**config.mk**
```make
export PLATFORM = sky130hd
export DESIGN_NAME = ami_fifo
export DESIGN_NICKNAME = d
export VERILOG_FILES = /design/src/design/affine_matrix_inverse_top_defines.svh /design/src/design/ami_fifo.sv
export SDC_FILE = /design/constraint.sdc
export NUM_CORES = 1
export LEC_CHECK = 0
export ABC_AREA = 1
export BUFFER_PORTS_ARGS = -buffer_cell sky130_fd_sc_hd__buf_2
export CAP_MARGIN = 40
export CORE_ASPECT_RATIO = 2
export CORE_UTILIZATION = 30
export DETAILED_ROUTE_END_ITERATION = 10
export GPL_TIMING_DRIVEN = 0
export SYNTH_ARGS = -nofsm -noshare
export SYNTH_HDL_FRONTEND = slang
export SYNTH_SLANG_ARGS = --single-unit
```
**constraint.sdc**
```tcl
create_clock -name clk_i -period 3.3 [get_ports clk_i]
set_input_delay 0.33 -clock clk_i [delete_from_list [all_inputs] [get_ports clk_i]]
set_output_delay 0.33 -clock clk_i [all_outputs]
set_load 0.1 [all_outputs]
```
**src/design/affine_matrix_inverse_top_defines.svh**
```systemverilog
// Assertion helpers used by ami_back.
`ifndef AFFINE_MATRIX_INVERSE_TOP_DEFINES_SVH
`define AFFINE_MATRIX_INVERSE_TOP_DEFINES_SVH

// Same-cycle implication, sampled on clk_i, off during reset.
`define AMI_ASSERT_IMPL(name, ante, cons) \
  name: assert property (@(posedge clk_i) disable iff (!rst_ni) (ante) |-> (cons)) \
    else $error("ami: check failed");

// Next-cycle implication, sampled on clk_i, off during reset.
`define AMI_ASSERT_NEXT(name, ante, cons) \
  name: assert property (@(posedge clk_i) disable iff (!rst_ni) (ante) |=> (cons)) \
    else $error("ami: check failed");

`endif

```
**src/design/ami_fifo.sv**
```systemverilog
`default_nettype none

module ami_fifo #(
  parameter int W     = 8,
  parameter int DEPTH = 2
) (
  input  logic clk_i,
  input  logic rst_ni,
  input  logic wr_valid_i,
  output logic wr_ready_o,
  input  logic [W-1:0] wr_data_i,
  output logic rd_valid_o,
  input  logic rd_ready_i,
  output logic [W-1:0] rd_data_o
);

  localparam int PW = (DEPTH > 1) ? $clog2(DEPTH) : 1;
  localparam int CNW = $clog2(DEPTH + 1);

  logic [W-1:0] mem_q [DEPTH];
  logic [PW-1:0] wp_q, rp_q;
  logic [CNW-1:0] cnt_q;
  logic push, pop;

  assign wr_ready_o = cnt_q != CNW'(DEPTH);
  assign rd_valid_o = cnt_q != '0;
  assign rd_data_o  = mem_q[rp_q];
  assign push = wr_valid_i && wr_ready_o;
  assign pop  = rd_valid_o && rd_ready_i;

  always_ff @(posedge clk_i or negedge rst_ni) begin
    if (!rst_ni) begin
      wp_q  <= '0;
      rp_q  <= '0;
      cnt_q <= '0;
    end else begin
      if (push) begin
        wp_q <= (wp_q == PW'(DEPTH - 1)) ? '0 : wp_q + PW'(1);
      end
      if (pop) begin
        rp_q <= (rp_q == PW'(DEPTH - 1)) ? '0 : rp_q + PW'(1);
      end
      if (push && !pop) begin
        cnt_q <= cnt_q + CNW'(1);
      end else if (pop && !push) begin
        cnt_q <= cnt_q - CNW'(1);
      end
    end
  end

  always_ff @(posedge clk_i) begin
    if (push) begin
      mem_q[wp_q] <= wr_data_i;
    end
  end

endmodule

`default_nettype wire

```
==> flow_summary.json <==
{
  "cts.root.buffer_cell": "clkbuf_8",
  "via_per_inst": 4.33,
  "final_antenna_net_count": 0,
  "core_um2": 2570,
  "ys_async_sr_fraction": 0.200,
  "netlist_area_um2": 827,
  "syn2layout_area_growth_pct": 23.6,
  "crit_family": "buffers and inverters",
  "die-area_um2": 2980,
  "avgSynthCellArea_um2": 11.8,
  "tritoncts": "yes",
  "cts_buffers": 3,
  "layout.cells.non_filler": 124,
  "hold_viol": 0,
  "gp_congestion": 0.614,
  "tightest_slew_ps": 682,
  "syn-num-nets": 83,
  "end_kind": "output pin",
  "vias": 537,
  "fin_crit_ps": 1780,
  "drive_above_1_share": 0.344,
  "crit_buf_inv": 3,
  "critPathLaunchType": "register",
  "synth_cell_types": 14,
  "worst-endpoint-arrival_ps": 1450,
  "grt_overflow": 0,
  "dr.pass1.iters": 2,
  "synth-edff-count": 16,
  "hold_class": "primary input to register",
  "die_h_um": 76.3,
  "status": "finished clean",
  "max_freq_mhz": 563,
  "die_w_um": 39.1,
  "r2r_start": "cnt_q[0]$_DFFE_PN0P_",
  "cp_cell_sequence": "buf_6 > inv_2 > nand2_1 > nand2_1 > buf_2",
  "cts_sinks": 20,
  "synth_ff_type": "edfxtp_1",
  "clock_insertion_delay_worst_skew_ps": 250,
  "dpl.hpwl_mm": 1.05,
  "drv_slew": 0,
  "cap_violations": 0,
  "h-tree-depth": 1,
  "crit_top_cell": "nand2_1",
  "grt_pass1_vias": 523,
  "grt.total_usage": 0.112,
  "avgRoutedWirePerCell_um": 10.5,
  "clkTransAtPathRegs_ps": 70,
  "setup.worst_path.start": "rp_q$_DFFE_PN0P_",
  "synth_top_cell_area_share": 0.581,
  "setup_viol": 0,
  "finalClockSkew_ps": 1.21,
  "diodes": 0,
  "yosys_warnings": 0,
  "fin_hold_ws_ps": 266,
  "crit_path_max_fanout": 10,
  "io_pins": 22,
  "final_net_count": 110,
  "rows": 26,
  "crit_type": "register to output pin",
  "slew_headroom": 0.543,
  "synth-seq-area-share": 0.702,
  "grt_pass1_wl_mm": 2.30,
  "initial_utilization": 0.322,
  "antenna_found_initial": 0,
  "detail_route.wirelength_mm": 1.31,
  "synth_cells": 70,
  "rsz0062_at_grt": "no",
  "dp_cells": 119,
  "slowest_stage": "buf_2",
  "yosysMostFrequentCell": "nand2_1",
  "crit_required_ps": 2970,
  "ys_ff_latch": 20,
  "first_iter_violations": 11,
  "synthTopCellsByCount": "nand2_1, edfxtp_1, dfrtp_1, inv_1, inv_2",
  "fin_crit_sh": 0.538,
  "slowest_delay_ps": 410,
  "synth.area.top_cells": "edfxtp_1, nand2_1, dfrtp_1",
  "post-synth-top-area-cell": "edfxtp_1",
  "fin_util": 0.398,
  "fin_setup_tns_ps": 0,
  "cts-resized-gates": 0,
  "clock_path_buffers": 2,
  "grt_max_degree": 12,
  "port_buffers": 21,
  "min_from": "wr_data_i[4]",
  "drc": 0
}
sequential cells by signal, summed over array words and instances, names as in the netlist:
name	flops
mem_q	16
cnt_q	2
rp_q	1
wp_q	1
path summary, 6_finish.rpt:
path                                    endpoint  slack [ps]  cells past startpoint
setup / recovery                    rd_data_o[5]        1520                      5
hold / removal             mem_q[1][4]$_DFFE_PP_         270                      1
setup reg to reg           mem_q[1][0]$_DFFE_PP_        1810                      4
hold reg to reg             cnt_q[0]$_DFFE_PN0P_         520                      1
max in group asynchronous   cnt_q[0]$_DFFE_PN0P_        2760                      2
min in group asynchronous       wp_q$_DFFE_PN0N_         410                      2
placed cells by master, fill, tap and decap left out:
cell type,instances
inv_2,3
nand2_2,2
edfxtp_1,16
clkinv_1,1
ha_1,1
nand4_1,1
clkbuf_8,3
dfrtp_1,4
buf_2,21
inv_1,4
buf_6,1
nand3_1,2
nor2_1,2
xnor2_1,1
xor2_2,1
nand2_1,30
nand2_4,2
dlygate4sd3_1,1
metrics by stage:
| stage | cell area, um^2 | worst slack, ps |
|---|---|---|
| detailed placement | 967 | 1760 |
| finish | 1020 | 1520 |
| floorplan | 827 | 1670 |
| global placement | 967 | 1800 |
| global route | 1020 | 1390 |
| CTS | 1020 | 1480 |
final cells by class:
class	instances	area, um^2
Buffer	1	11.3
Clock buffer	3	41.3
Fill cell	262	1550
Sequential cell	20	581
Timing Repair Buffer	22	115
Tap cell	28	35.0
Multi-Input combinational cell	42	209
Inverter	7	26.3
Clock inverter	1	3.75
cell families after synthesis:
logic type | synth area share
xor gates and xnor gates | 0.0303
adders and majority gates | 0.0151
buffers and inverters | 0.0454
DFF | 0.702
and+or+nand+nor | 0.207
per-layer routing:
| metal | up-vias | track usage | part of all wire |
|---|---|---|---|
| li1 | 275 | - | - |
| met1 | 245 | 0.120 | 0.36 |
| met2 | 13 | 0.187 | 0.58 |
| met3 | 4 | 0.00875 | 0.032 |
| met4 | 0 | 0.0828 | 0.028 |
| met5 | - | 0 | 0 |
repair_timing:
action / CTS / global route
hold buffers: 1 / 0
setup buffers: 0 / 0
hold endpoints to repair: 4 / 0
Power is not shown: default switching activity piles up to over one toggle a cycle in this logic, so the estimate is an artifact.
